## config.mk

```make
export PLATFORM = sky130hd
export DESIGN_NAME = wasm_module_section_scanner_flat
export DESIGN_NICKNAME = d
export VERILOG_FILES = /design/src/hdl/wmss_pkg.sv /design/src/hdl/wmss_in_if.sv /design/src/hdl/wmss_out_if.sv /design/src/hdl/wasm_module_section_scanner.sv /design/src/hdl/wmss_core.sv /design/src/flat_wrapper.sv
export SDC_FILE = /design/constraint.sdc
export NUM_CORES = 1
export LEC_CHECK = 0
export BUFFER_PORTS_ARGS = -buffer_cell sky130_fd_sc_hd__buf_2
export CELL_PAD_IN_SITES_DETAIL_PLACEMENT = 1
export CELL_PAD_IN_SITES_GLOBAL_PLACEMENT = 2
export CORE_MARGIN = 5
export CORE_UTILIZATION = 38
export DETAILED_ROUTE_END_ITERATION = 8
export PLACE_DENSITY_LB_ADDON = 0.1
export REMOVE_ABC_BUFFERS = 1
export SLEW_MARGIN = 15
export SYNTH_ARGS = -nofsm -noshare
export SYNTH_HDL_FRONTEND = slang
export SYNTH_HIERARCHICAL = 1
export SYNTH_SLANG_ARGS = --single-unit
```

## constraint.sdc

```tcl
create_clock -name clk_i -period 4.55 [get_ports clk_i]
set_input_delay 0.91 -clock clk_i [delete_from_list [all_inputs] [get_ports clk_i]]
set_output_delay 0.91 -clock clk_i [all_outputs]
set_load 0.02 [all_outputs]
```

## src/hdl/wmss_pkg.sv

```systemverilog
// ============================================================================
// wmss_pkg
// Shared types and constants of the WebAssembly module section scanner.
// ============================================================================
`default_nettype none

package wmss_pkg;

  typedef enum logic [3:0] {
    ERR_OK        = 4'd0,
    ERR_HEADER    = 4'd1,
    ERR_LEB_WIDTH = 4'd2,
    ERR_TRUNC     = 4'd3,
    ERR_PAST_END  = 4'd4,
    ERR_IMP_KIND  = 4'd5,
    ERR_IMPORT    = 4'd6,
    ERR_FUNCTION  = 4'd7,
    ERR_EXPORT    = 4'd8,
    ERR_NO_FUNC   = 4'd9
  } err_e;

  localparam logic [7:0] SEC_IMPORT   = 8'h02;
  localparam logic [7:0] SEC_FUNCTION = 8'h03;
  localparam logic [7:0] SEC_EXPORT   = 8'h07;

  localparam logic [7:0] KIND_FUNC   = 8'h00;
  localparam logic [7:0] KIND_TABLE  = 8'h01;
  localparam logic [7:0] KIND_MEMORY = 8'h02;
  localparam logic [7:0] KIND_GLOBAL = 8'h03;
  localparam logic [7:0] KIND_TAG    = 8'h04;

  localparam logic [3:0] NO_MATCH = 4'd15;
  localparam logic [3:0] NAME_LEN = 4'd4;

  typedef struct packed {
    err_e        err_code;
    logic [31:0] imported_functions;
    logic [31:0] defined_functions;
    logic        has_main_export;
  } res_t;

  function automatic logic [7:0] magic_byte(input logic [2:0] pos);
    case (pos)
      3'd1:    magic_byte = 8'h61;
      3'd2:    magic_byte = 8'h73;
      3'd3:    magic_byte = 8'h6D;
      3'd4:    magic_byte = 8'h01;
      default: magic_byte = 8'h00;
    endcase
  endfunction

  function automatic logic [7:0] main_char(input logic [1:0] pos);
    case (pos)
      2'd0:    main_char = 8'h6D;
      2'd1:    main_char = 8'h61;
      2'd2:    main_char = 8'h69;
      default: main_char = 8'h6E;
    endcase
  endfunction

endpackage

`default_nettype wire

```

## src/hdl/wmss_in_if.sv

```systemverilog
// ============================================================================
// wmss_in_if
// Byte channel into the scanner: valid/ready with one module byte per item.
// ============================================================================
`default_nettype none

interface wmss_in_if;
  logic       valid;
  logic       ready;
  logic [7:0] byte_value;
  logic       last_byte;

  modport source (output valid, output byte_value, output last_byte, input ready);
  modport sink   (input valid, input byte_value, input last_byte, output ready);
endinterface

`default_nettype wire

```

## src/hdl/wmss_out_if.sv

```systemverilog
// ============================================================================
// wmss_out_if
// Result channel of the scanner: one summary item per module.
// ============================================================================
`default_nettype none

interface wmss_out_if;
  logic        valid;
  logic        ready;
  logic [3:0]  err_code;
  logic [31:0] imported_functions;
  logic [31:0] defined_functions;
  logic        has_main_export;
  logic [31:0] main_index;

  modport source (output valid, output err_code, output imported_functions,
                  output defined_functions, output has_main_export,
                  output main_index, input ready);
  modport sink   (input valid, input err_code, input imported_functions,
                  input defined_functions, input has_main_export,
                  input main_index, output ready);
endinterface

`default_nettype wire

```

## src/hdl/wasm_module_section_scanner.sv

```systemverilog
// ============================================================================
// wasm_module_section_scanner
// Scans a WebAssembly module byte stream and reports counts, main export, error.
// ============================================================================
// Throughput: one byte per cycle; a held result leaves in the same cycle a byte enters.
// Latency: the summary item is valid the cycle after the last byte is taken.
// A byte stalls only while a result is held and the output is not ready.
// Reset (async, active low) clears all parser state; no clearing pass.
`default_nettype none

module wasm_module_section_scanner
  import wmss_pkg::*;
(
  input  wire logic  clk_i,
  input  wire logic  rst_ni,
  wmss_in_if.sink    in_i,
  wmss_out_if.source out_o
);

  logic accept;
  logic res_fire;
  res_t res;
  res_t res_q;
  logic vld_q, vld_d;

  assign in_i.ready = !vld_q || out_o.ready;
  assign accept     = in_i.valid && in_i.ready;

  wmss_core u_core (
    .clk_i      (clk_i),
    .rst_ni     (rst_ni),
    .accept_i   (accept),
    .byte_i     (in_i.byte_value),
    .last_i     (in_i.last_byte),
    .res_fire_o (res_fire),
    .res_o      (res)
  );

  always_comb begin
    vld_d = vld_q;
    if (res_fire) begin
      vld_d = 1'b1;
    end else if (out_o.ready) begin
      vld_d = 1'b0;
    end
  end

  always_ff @(posedge clk_i or negedge rst_ni) begin
    if (!rst_ni) begin
      vld_q <= 1'b0;
    end else begin
      vld_q <= vld_d;
    end
  end

  always_ff @(posedge clk_i) begin
    if (res_fire) begin
      res_q <= res;
    end
  end

  assign out_o.valid              = vld_q;
  assign out_o.err_code           = res_q.err_code;
  assign out_o.imported_functions = res_q.imported_functions;
  assign out_o.defined_functions  = res_q.defined_functions;
  assign out_o.has_main_export    = res_q.has_main_export;
  assign out_o.main_index         = res_q.imported_functions
                                  + res_q.defined_functions - 32'd1;

endmodule

`default_nettype wire

```

## src/hdl/wmss_core.sv

```systemverilog
// ============================================================================
// wmss_core
// Byte-wise parser state: header check, ULEB128 decode, section walk.
// ============================================================================
`default_nettype none

module wmss_core
  import wmss_pkg::*;
(
  input  wire logic       clk_i,
  input  wire logic       rst_ni,
  input  wire logic       accept_i,
  input  wire logic [7:0] byte_i,
  input  wire logic       last_i,
  output logic            res_fire_o,
  output res_t            res_o
);

  typedef enum logic [4:0] {
    PH_HDR, PH_SEC_ID, PH_SEC_SIZE, PH_SKIP, PH_DONE,
    PH_IMP_COUNT, PH_IMP_MODLEN, PH_IMP_MODSTR, PH_IMP_FLDLEN, PH_IMP_FLDSTR,
    PH_IMP_KIND, PH_IMP_FUNC_TYPE, PH_IMP_TABLE_REF, PH_IMP_LIM_FLAGS,
    PH_IMP_LIM_MIN, PH_IMP_LIM_MAX, PH_IMP_GLOBAL, PH_IMP_TAG_ATTR,
    PH_IMP_TAG_TYPE, PH_FN_COUNT, PH_FN_TYPE, PH_EX_COUNT, PH_EX_NAMELEN,
    PH_EX_NAME, PH_EX_KIND, PH_EX_INDEX
  } phase_e;

  phase_e      phase_q, phase_d;
  logic [2:0]  hpos_q, hpos_d;
  logic [7:0]  skind_q, skind_d;
  logic [31:0] sec_left_q, sec_left_d;
  logic [31:0] acc_q, acc_d;
  logic [2:0]  lidx_q, lidx_d;     // ULEB byte index, 7 bits each, 4 bits in the fifth byte
  logic [31:0] items_q, items_d;
  logic [31:0] str_q, str_d;
  logic [7:0]  ekind_q, ekind_d;
  logic        has_max_q, has_max_d;
  logic [3:0]  nmp_q, nmp_d;
  logic [31:0] imp_q, imp_d;
  logic [31:0] def_q, def_d;
  logic        main_q, main_d;
  err_e        err_q, err_d;

  logic [31:0] part;
  logic [31:0] leb_val;
  logic        leb_wide;
  logic        leb_fin;
  err_e        sec_err;

  always_comb begin
    case (lidx_q)
      3'd0:    part = {25'd0, byte_i[6:0]};
      3'd1:    part = {18'd0, byte_i[6:0], 7'd0};
      3'd2:    part = {11'd0, byte_i[6:0], 14'd0};
      3'd3:    part = {4'd0, byte_i[6:0], 21'd0};
      default: part = {byte_i[3:0], 28'd0};
    endcase
    leb_val  = acc_q | part;
    leb_wide = (lidx_q >= 3'd4) && (byte_i[7:4] != 4'd0);
    leb_fin  = (lidx_q >= 3'd4) || !byte_i[7];
    if (skind_q == SEC_IMPORT) begin
      sec_err = ERR_IMPORT;
    end else if (skind_q == SEC_FUNCTION) begin
      sec_err = ERR_FUNCTION;
    end else begin
      sec_err = ERR_EXPORT;
    end
  end

  always_comb begin
    phase_d = phase_q;   hpos_d = hpos_q;   skind_d = skind_q;
    sec_left_d = sec_left_q; acc_d = acc_q; lidx_d = lidx_q;
    items_d = items_q;   str_d = str_q;     ekind_d = ekind_q;
    has_max_d = has_max_q; nmp_d = nmp_q;   imp_d = imp_q;
    def_d = def_q;       main_d = main_q;   err_d = err_q;
    res_fire_o = 1'b0;
    res_o = '0;

    if (accept_i) begin
      if (err_q == ERR_OK) begin
        case (phase_q)
          PH_HDR: begin
            if (byte_i != magic_byte(hpos_q)) begin
              err_d = ERR_HEADER;
            end else if (hpos_q == 3'd7) begin
              phase_d = PH_SEC_ID;
            end else begin
              hpos_d = hpos_q + 3'd1;
            end
          end
          PH_SEC_ID: begin
            skind_d = byte_i;
            phase_d = PH_SEC_SIZE;
          end
          PH_SEC_SIZE: begin
            if (leb_wide) begin
              err_d = ERR_LEB_WIDTH;
            end else if (leb_fin) begin
              acc_d = '0;
              lidx_d = '0;
              sec_left_d = leb_val;
              if (skind_q == SEC_IMPORT) begin
                imp_d = '0;
                phase_d = PH_IMP_COUNT;
              end else if (skind_q == SEC_FUNCTION) begin
                phase_d = PH_FN_COUNT;
              end else if (skind_q == SEC_EXPORT) begin
                main_d = 1'b0;
                phase_d = PH_EX_COUNT;
              end else begin
                phase_d = PH_SKIP;
              end
              if (leb_val == '0) begin
                if (phase_d != PH_SKIP) begin
                  err_d = sec_err;
                end else begin
                  phase_d = PH_SEC_ID;
                end
              end
            end else begin
              acc_d = leb_val;
              lidx_d = lidx_q + 3'd1;
            end
          end
          default: begin
            if (phase_q inside {PH_IMP_COUNT, PH_IMP_MODLEN, PH_IMP_FLDLEN,
                                PH_IMP_FUNC_TYPE, PH_IMP_LIM_FLAGS, PH_IMP_LIM_MIN,
                                PH_IMP_LIM_MAX, PH_IMP_TAG_TYPE, PH_FN_COUNT,
                                PH_FN_TYPE, PH_EX_COUNT, PH_EX_NAMELEN,
                                PH_EX_INDEX}) begin
              if (leb_wide) begin
                err_d = ERR_LEB_WIDTH;
              end else if (leb_fin) begin
                acc_d = '0;
                lidx_d = '0;
                case (phase_q)
                  PH_IMP_COUNT: begin
                    items_d = leb_val;
                    phase_d = (leb_val != '0) ? PH_IMP_MODLEN : PH_DONE;
                  end
                  PH_IMP_MODLEN: begin
                    str_d = (leb_val != '0) ? leb_val : str_q;
                    phase_d = (leb_val != '0) ? PH_IMP_MODSTR : PH_IMP_FLDLEN;
                  end
                  PH_IMP_FLDLEN: begin
                    str_d = (leb_val != '0) ? leb_val : str_q;
                    phase_d = (leb_val != '0) ? PH_IMP_FLDSTR : PH_IMP_KIND;
                  end
                  PH_IMP_FUNC_TYPE: begin
                    imp_d = imp_q + 32'd1;
                    items_d = items_q - 32'd1;
                    phase_d = (items_q != 32'd1) ? PH_IMP_MODLEN : PH_DONE;
                  end
                  PH_IMP_LIM_FLAGS: begin
                    has_max_d = leb_val[0];
                    phase_d = PH_IMP_LIM_MIN;
                  end
                  PH_IMP_LIM_MIN: begin
                    if (has_max_q) begin
                      phase_d = PH_IMP_LIM_MAX;
                    end else begin
                      items_d = items_q - 32'd1;
                      phase_d = (items_q != 32'd1) ? PH_IMP_MODLEN : PH_DONE;
                    end
                  end
                  PH_IMP_LIM_MAX, PH_IMP_TAG_TYPE: begin
                    items_d = items_q - 32'd1;
                    phase_d = (items_q != 32'd1) ? PH_IMP_MODLEN : PH_DONE;
                  end
                  PH_FN_COUNT: begin
                    def_d = leb_val;
                    items_d = leb_val;
                    phase_d = (leb_val != '0) ? PH_FN_TYPE : PH_DONE;
                  end
                  PH_FN_TYPE: begin
                    items_d = items_q - 32'd1;
                    phase_d = (items_q != 32'd1) ? PH_FN_TYPE : PH_DONE;
                  end
                  PH_EX_COUNT: begin
                    items_d = leb_val;
                    phase_d = (leb_val != '0) ? PH_EX_NAMELEN : PH_DONE;
                  end
                  PH_EX_NAMELEN: begin
                    nmp_d = (leb_val == 32'd4) ? 4'd0 : NO_MATCH;
                    str_d = (leb_val != '0) ? leb_val : str_q;
                    phase_d = (leb_val != '0) ? PH_EX_NAME : PH_EX_KIND;
                  end
                  default: begin
                    if (ekind_q == KIND_FUNC && nmp_q == NAME_LEN) begin
                      main_d = 1'b1;
                    end
                    items_d = items_q - 32'd1;
                    phase_d = (items_q != 32'd1) ? PH_EX_NAMELEN : PH_DONE;
                  end
                endcase
              end else begin
                acc_d = leb_val;
                lidx_d = lidx_q + 3'd1;
              end
            end else begin
              case (phase_q)
                PH_SKIP: ;
                PH_DONE: err_d = sec_err;
                PH_IMP_MODSTR: begin
                  str_d = str_q - 32'd1;
                  if (str_q == 32'd1) phase_d = PH_IMP_FLDLEN;
                end
                PH_IMP_FLDSTR: begin
                  str_d = str_q - 32'd1;
                  if (str_q == 32'd1) phase_d = PH_IMP_KIND;
                end
                PH_IMP_KIND: begin
                  ekind_d = byte_i;
                  case (byte_i)
                    KIND_FUNC:   phase_d = PH_IMP_FUNC_TYPE;
                    KIND_TABLE:  phase_d = PH_IMP_TABLE_REF;
                    KIND_MEMORY: phase_d = PH_IMP_LIM_FLAGS;
                    KIND_GLOBAL: begin
                      str_d = 32'd2;
                      phase_d = PH_IMP_GLOBAL;
                    end
                    KIND_TAG:    phase_d = PH_IMP_TAG_ATTR;
                    default:     err_d = ERR_IMP_KIND;
                  endcase
                end
                PH_IMP_TABLE_REF: phase_d = PH_IMP_LIM_FLAGS;
                PH_IMP_GLOBAL: begin
                  str_d = str_q - 32'd1;
                  if (str_q == 32'd1) begin
                    items_d = items_q - 32'd1;
                    phase_d = (items_q != 32'd1) ? PH_IMP_MODLEN : PH_DONE;
                  end
                end
                PH_IMP_TAG_ATTR: phase_d = PH_IMP_TAG_TYPE;
                PH_EX_NAME: begin
                  if (nmp_q < NAME_LEN && byte_i == main_char(nmp_q[1:0])) begin
                    nmp_d = nmp_q + 4'd1;
                  end else begin
                    nmp_d = NO_MATCH;
                  end
                  str_d = str_q - 32'd1;
                  if (str_q == 32'd1) phase_d = PH_EX_KIND;
                end
                PH_EX_KIND: begin
                  ekind_d = byte_i;
                  phase_d = PH_EX_INDEX;
                end
                default: ;
              endcase
            end
            // payload byte counts against the section size
            if (err_d == ERR_OK) begin
              sec_left_d = sec_left_q - 32'd1;
              if (sec_left_q == 32'd1) begin
                if (phase_d != PH_SKIP && phase_d != PH_DONE) begin
                  err_d = sec_err;
                end else begin
                  phase_d = PH_SEC_ID;
                end
              end
            end
          end
        endcase
      end

      if (last_i) begin
        if (err_d == ERR_OK) begin
          if (phase_d == PH_HDR) begin
            err_d = ERR_HEADER;
          end else if (phase_d == PH_SEC_SIZE) begin
            err_d = ERR_TRUNC;
          end else if (phase_d != PH_SEC_ID) begin
            err_d = ERR_PAST_END;
          end
        end
        if (err_d == ERR_OK && def_d == '0) err_d = ERR_NO_FUNC;
        res_fire_o = 1'b1;
        res_o.err_code = err_d;
        res_o.imported_functions = imp_d;
        res_o.defined_functions = def_d;
        res_o.has_main_export = main_d;
        // back to reset state for the next module
        phase_d = PH_HDR;  hpos_d = '0;  skind_d = '0;  sec_left_d = '0;
        acc_d = '0;  lidx_d = '0;  items_d = '0;  str_d = '0;  ekind_d = '0;
        has_max_d = 1'b0;  nmp_d = '0;  imp_d = '0;  def_d = '0;
        main_d = 1'b0;  err_d = ERR_OK;
      end
    end
  end

  always_ff @(posedge clk_i or negedge rst_ni) begin
    if (!rst_ni) begin
      phase_q <= PH_HDR;  hpos_q <= '0;  skind_q <= '0;  sec_left_q <= '0;
      acc_q <= '0;  lidx_q <= '0;  items_q <= '0;  str_q <= '0;  ekind_q <= '0;
      has_max_q <= 1'b0;  nmp_q <= '0;  imp_q <= '0;  def_q <= '0;
      main_q <= 1'b0;  err_q <= ERR_OK;
    end else begin
      phase_q <= phase_d;  hpos_q <= hpos_d;  skind_q <= skind_d;
      sec_left_q <= sec_left_d;  acc_q <= acc_d;  lidx_q <= lidx_d;
      items_q <= items_d;  str_q <= str_d;  ekind_q <= ekind_d;
      has_max_q <= has_max_d;  nmp_q <= nmp_d;  imp_q <= imp_d;
      def_q <= def_d;  main_q <= main_d;  err_q <= err_d;
    end
  end

endmodule

`default_nettype wire
```

## src/flat_wrapper.sv

```systemverilog
// flat-port wrapper written by rule: the top's interface ports become plain ports
module wasm_module_section_scanner_flat import wmss_pkg::*;
  (clk_i, rst_ni, in_i_valid, in_i_byte_value, in_i_last_byte, in_i_ready, out_o_valid, out_o_err_code, out_o_imported_functions, out_o_defined_functions, out_o_has_main_export, out_o_main_index, out_o_ready);
  wmss_in_if in_i_i ();
  wmss_out_if out_o_i ();
  input  wire logic clk_i;
  input  wire logic rst_ni;
  input wire logic [$bits(in_i_i.valid)-1:0] in_i_valid;
  input wire logic [$bits(in_i_i.byte_value)-1:0] in_i_byte_value;
  input wire logic [$bits(in_i_i.last_byte)-1:0] in_i_last_byte;
  output wire logic [$bits(in_i_i.ready)-1:0] in_i_ready;
  output wire logic [$bits(out_o_i.valid)-1:0] out_o_valid;
  output wire logic [$bits(out_o_i.err_code)-1:0] out_o_err_code;
  output wire logic [$bits(out_o_i.imported_functions)-1:0] out_o_imported_functions;
  output wire logic [$bits(out_o_i.defined_functions)-1:0] out_o_defined_functions;
  output wire logic [$bits(out_o_i.has_main_export)-1:0] out_o_has_main_export;
  output wire logic [$bits(out_o_i.main_index)-1:0] out_o_main_index;
  input wire logic [$bits(out_o_i.ready)-1:0] out_o_ready;
  assign in_i_i.valid = in_i_valid;
  assign in_i_i.byte_value = in_i_byte_value;
  assign in_i_i.last_byte = in_i_last_byte;
  assign in_i_ready = in_i_i.ready;
  assign out_o_valid = out_o_i.valid;
  assign out_o_err_code = out_o_i.err_code;
  assign out_o_imported_functions = out_o_i.imported_functions;
  assign out_o_defined_functions = out_o_i.defined_functions;
  assign out_o_has_main_export = out_o_i.has_main_export;
  assign out_o_main_index = out_o_i.main_index;
  assign out_o_i.ready = out_o_ready;
  wasm_module_section_scanner u_core (.clk_i(clk_i), .rst_ni(rst_ni), .in_i(in_i_i), .out_o(out_o_i));
endmodule
```

==> summary.txt <==
Global routing
  – GRT Total Usage: 26.2%
  – Initial antenna violation count: 0
  – Pin count of the biggest net entering global routing: 101
  – Met3 Resource Use GR: 3.30%
  – Met1 usage: 34.7%
  – First-pass GRT wire length: 120000 µm
  – Vias in the first global route: 20400
  – Met2 usage: 46.0%
  – Most used routing layer: met2
  – GRT Residual Overflow: 0

Final layout
  – Antenna diodes: 0
  – Share of cells above drive strength 1: 13.6%
  – Fillers: 6266
  – Layout net count: 2696
  – Reg area: 7830 µm²
  – Synthesis-to-finish area growth: 15.7%
  – Area of the multi-input gates: 10900 µm²
  – Final Cell Area: 23100 µm²

Floorplan
  – Core ar.: 52200 µm²
  – Row Count: 84
  – Die extent in x: 239 µm
  – Chip Height: 239 µm
  – Initial Util: 38.2%
  – I/O pin cnt: 116
  – Die Area: 57100 µm²

Drt
  – Number of remaining DRC errors: 0
  – Pre-Repair DR Iteration Count: 5
  – DRT iter0 DRCs: 1237
  – Routed Antenna Nets: 0
  – Avg Vias per Cell: 5.96
  – Routed length per instance: 23.1 µm
  – Routed wire length: 76500 µm
  – Vias: 19800

Power and ir drop
  – Cell Pwr Density: 561 nW/µm²
  – Sw Ratio: 45.5%
  – Max VDD drop: 0.325 mV
  – Pleak: 0.00960 µW
  – Clk network pwr share: 22.4%
  – Internal power: 7040 µW
  – Register share of total power: 28.6%
  – Comb pwr share: 49.0%
  – Psw: 5890 µW

Synth
  – Post-synth EDFFs: 69
  – Avg Cell Area, Syn: 8.07 µm²
  – Yosys cell types: 94
  – Number of synthesized register bits: 299
  – Sequential-to-total area share from yosys stat: 39.3%
  – Number of synthesis warnings: 6
  – Top FF cell, synth: dfrtp_1
  – Area leader, netlist: dfrtp_1
  – Area contributors post-synth: dfrtp_1 (29%), edfxtp_1 (10%), o21ai_0 (7.2%)
  – Synth Cell Area: 19900 µm²
  – Syn Inst Count: 2470
  – Most frequent cells after synthesis: nor2_1 (290), o21ai_0 (286), dfrtp_1 (230)
  – Share of the synthesized area in the top cell type: 28.9%
  – Synth async-reset ratio: 76.9%
  – Top-count cell post-synth: nor2_1

Clock network
  – H-tree depth: 2
  – Worst-Skew Late Latency: 0.56 ns
  – Number of hold buffers added after cts: 0
  – CTS tree: done
  – Sink Count: 299
  – Worst-path clk slew: 0.06 ns
  – CTS buffer count: 36
  – Bufs on Longest Clock Path: 3
  – Root buffer cell: clkbuf_16

Placed design
  – DP HPWL: 56300 µm
  – Port Buffers: 115
  – Final estimated routing congestion in global placement: 0.896
  – Post-DP Area: 21800 µm²

Critical path
  – Critical Path Source Type: flip-flop
  – Worst Setup Path Type: flip-flop to primary output
  – CP Data Arrival Time: 3.48 ns
  – Critical path peak fanout: 5
  – CP startpoint: u_core/out_o.defined_functions[1]$_DFFE_PP_
  – R2r startpoint: u_core/u_core/phase_q[1]$_DFFE_PN0P_
  – Worst setup EP type: primary output
  – CP required: 3.64 ns

STA
  – Final hold violation count: 0
  – Final Hold Slack: 0.368 ns
  – Achievable frequency: 0.228 GHz
  – Final Cycle Share: 96.5%
  – Max Clock Skew: 0.0244 ns
  – Setup violators final: 0
  – RSZ-0062 raised after global routing: false
  – Max-slew violation count: 0
  – Relative slew margins: 21.9%
  – Worst slew pin tran: 1.17 ns
  – Min Tclk post-route: 4.39 ns

Worst hold path
  – Hold Crit Class: primary input to async pin

Run status
  – Outcome: finished clean

Job
  – Maxcap violations: 0
[final timing paths]
path / endpoint / slack [ns] / cells after the start
setup / recovery: out_o_main_index[25] / 0.16 / 13
hold / removal: u_core/u_core/ekind_q[2]$_DFFE_PN0P_ / 0.37 / 1
setup reg to reg: u_core/out_o.err_code[1]$_DFFE_PP_ / 0.27 / 11
hold reg to reg: u_core/u_core/sec_left_q[19]$_DFFE_PN0P_ / 0.50 / 2
max in group asynchronous: u_core/u_core/items_q[27]$_DFFE_PN0P_ / 3.14 / 2
min in group clk_i: u_core/u_core/sec_left_q[19]$_DFFE_PN0P_ / 0.50 / 2
[state kept, by name, indices dropped and copies added, names as in the netlist, 4 cells and up]
| signal | flops |
|---|---|
| u_core/u_core/ekind_q | 8 |
| u_core/u_core/acc_q | 32 |
| u_core/u_core/items_q | 32 |
| u_core/u_core/str_q | 32 |
| u_core/u_core/nmp_q | 4 |
| u_core/out_o.imported_functions | 32 |
| u_core/out_o.defined_functions | 32 |
| u_core/out_o.err_code | 4 |
| u_core/u_core/skind_q | 8 |
| u_core/u_core/sec_left_q | 32 |
| u_core/u_core/phase_q | 5 |
| u_core/u_core/imp_q | 32 |
| u_core/u_core/err_q | 4 |
| u_core/u_core/def_q | 32 |
[repair_timing]
item | in CTS | in global routing
endpoints found under the hold margin | 0 | 0
endpoints found under the setup margin | 3 | 8
resized for setup | 3 | 6
pin swaps | 3 | 2
setup buffers | 2 | 0
[layer usage]
layer | part of all wire (%) | up-vias
met2 | 49 | 429
met4 | 2.4 | 0
met5 | 0 | -
li1 | - | 9214
met3 | 4.1 | 102
met1 | 44 | 10000
[through the flow]
step	TNS, ns	worst slack [ns]	std cells	utilization (%)	power (µW)
floorplan	-337.67	-5.86	2315	-	7360
global placement	0	0.0378	3248	41.8	9840
detailed placement	-0.0104	-0.0104	3248	41.8	9970
CTS	0	0.0436	3314	44.1	13000
global route	0	0.00430	3314	44.2	13800
finish	0	0.158	3314	44.2	12900
[worst max-delay path: stages (launching register included)]
cell and delay (ns):
edfxtp_1 0.35, inv_1 0.05, ha_1 0.27, inv_1 0.04, ha_2 0.21, fa_2 0.38
a211oi_4 0.30, o21ai_1 0.14, a21oi_2 0.15, buf_4 0.15, nor3_4 0.06, or4_1 0.48
and3_1 0.19, buf_2 0.15
[power by group through the flow]
stage                     Clock [µW]  Combinational, µW  Sequential, µW
final                           2900               6330            3700
after global routing            3090               6900            3760
after CTS                       2980               6280            3690
after detailed placement           0               6240            3730
after global placement             0               6130            3710
after floorplan                    0               3710            3650
[logic make-up (layout without fill, tap and decap cells)]
kind of cell             count (synthesis)  after routing  share of synthesized area [%]
AO/OA/AOI/OAI                          849            849                           26.3
XOR/XNOR                                30             30                           1.32
adder cells (fa/ha/maj)                 83             83                           5.25
buffers and inverters                  348            504                           6.66
flip-flops                             299            299                           39.3
multiplexers                            12             12                          0.640
AND/OR/NAND/NOR                        849            849                           20.5
[cell type report]
| cell class | count | area share, % |
|---|---|---|
| well taps | 688 | 3.73 |
| clock buffers | 49 | 4.48 |
| multi-input cells | 1823 | 47.1 |
| inverters | 193 | 3.15 |
| clock inverters | 15 | 0.591 |
| flip-flops and latches | 299 | 33.9 |
| repair buffers | 247 | 7.05 |
[layout by cell type, fill, tap and decap left out, drive strengths merged, types with 24 or more instances in the layout]
cell | synthesis | layout
o21ai | 293 | 293
nor2 | 290 | 290
buf | 21 | 247
dfrtp | 230 | 230
a21oi | 225 | 225
inv | 193 | 192
nand2 | 191 | 191
ha | 82 | 82
nor3 | 74 | 74
edfxtp | 69 | 69
nor4 | 60 | 60
nand3 | 53 | 53
a31oi | 52 | 52
clkbuf | 134 | 49
a211oi | 48 | 48
nand4 | 32 | 32
o22ai | 32 | 32
or3 | 24 | 24
nor2b | 24 | 24
a22o | 24 | 24
Note: power is estimated with default switching activity, not from simulation.
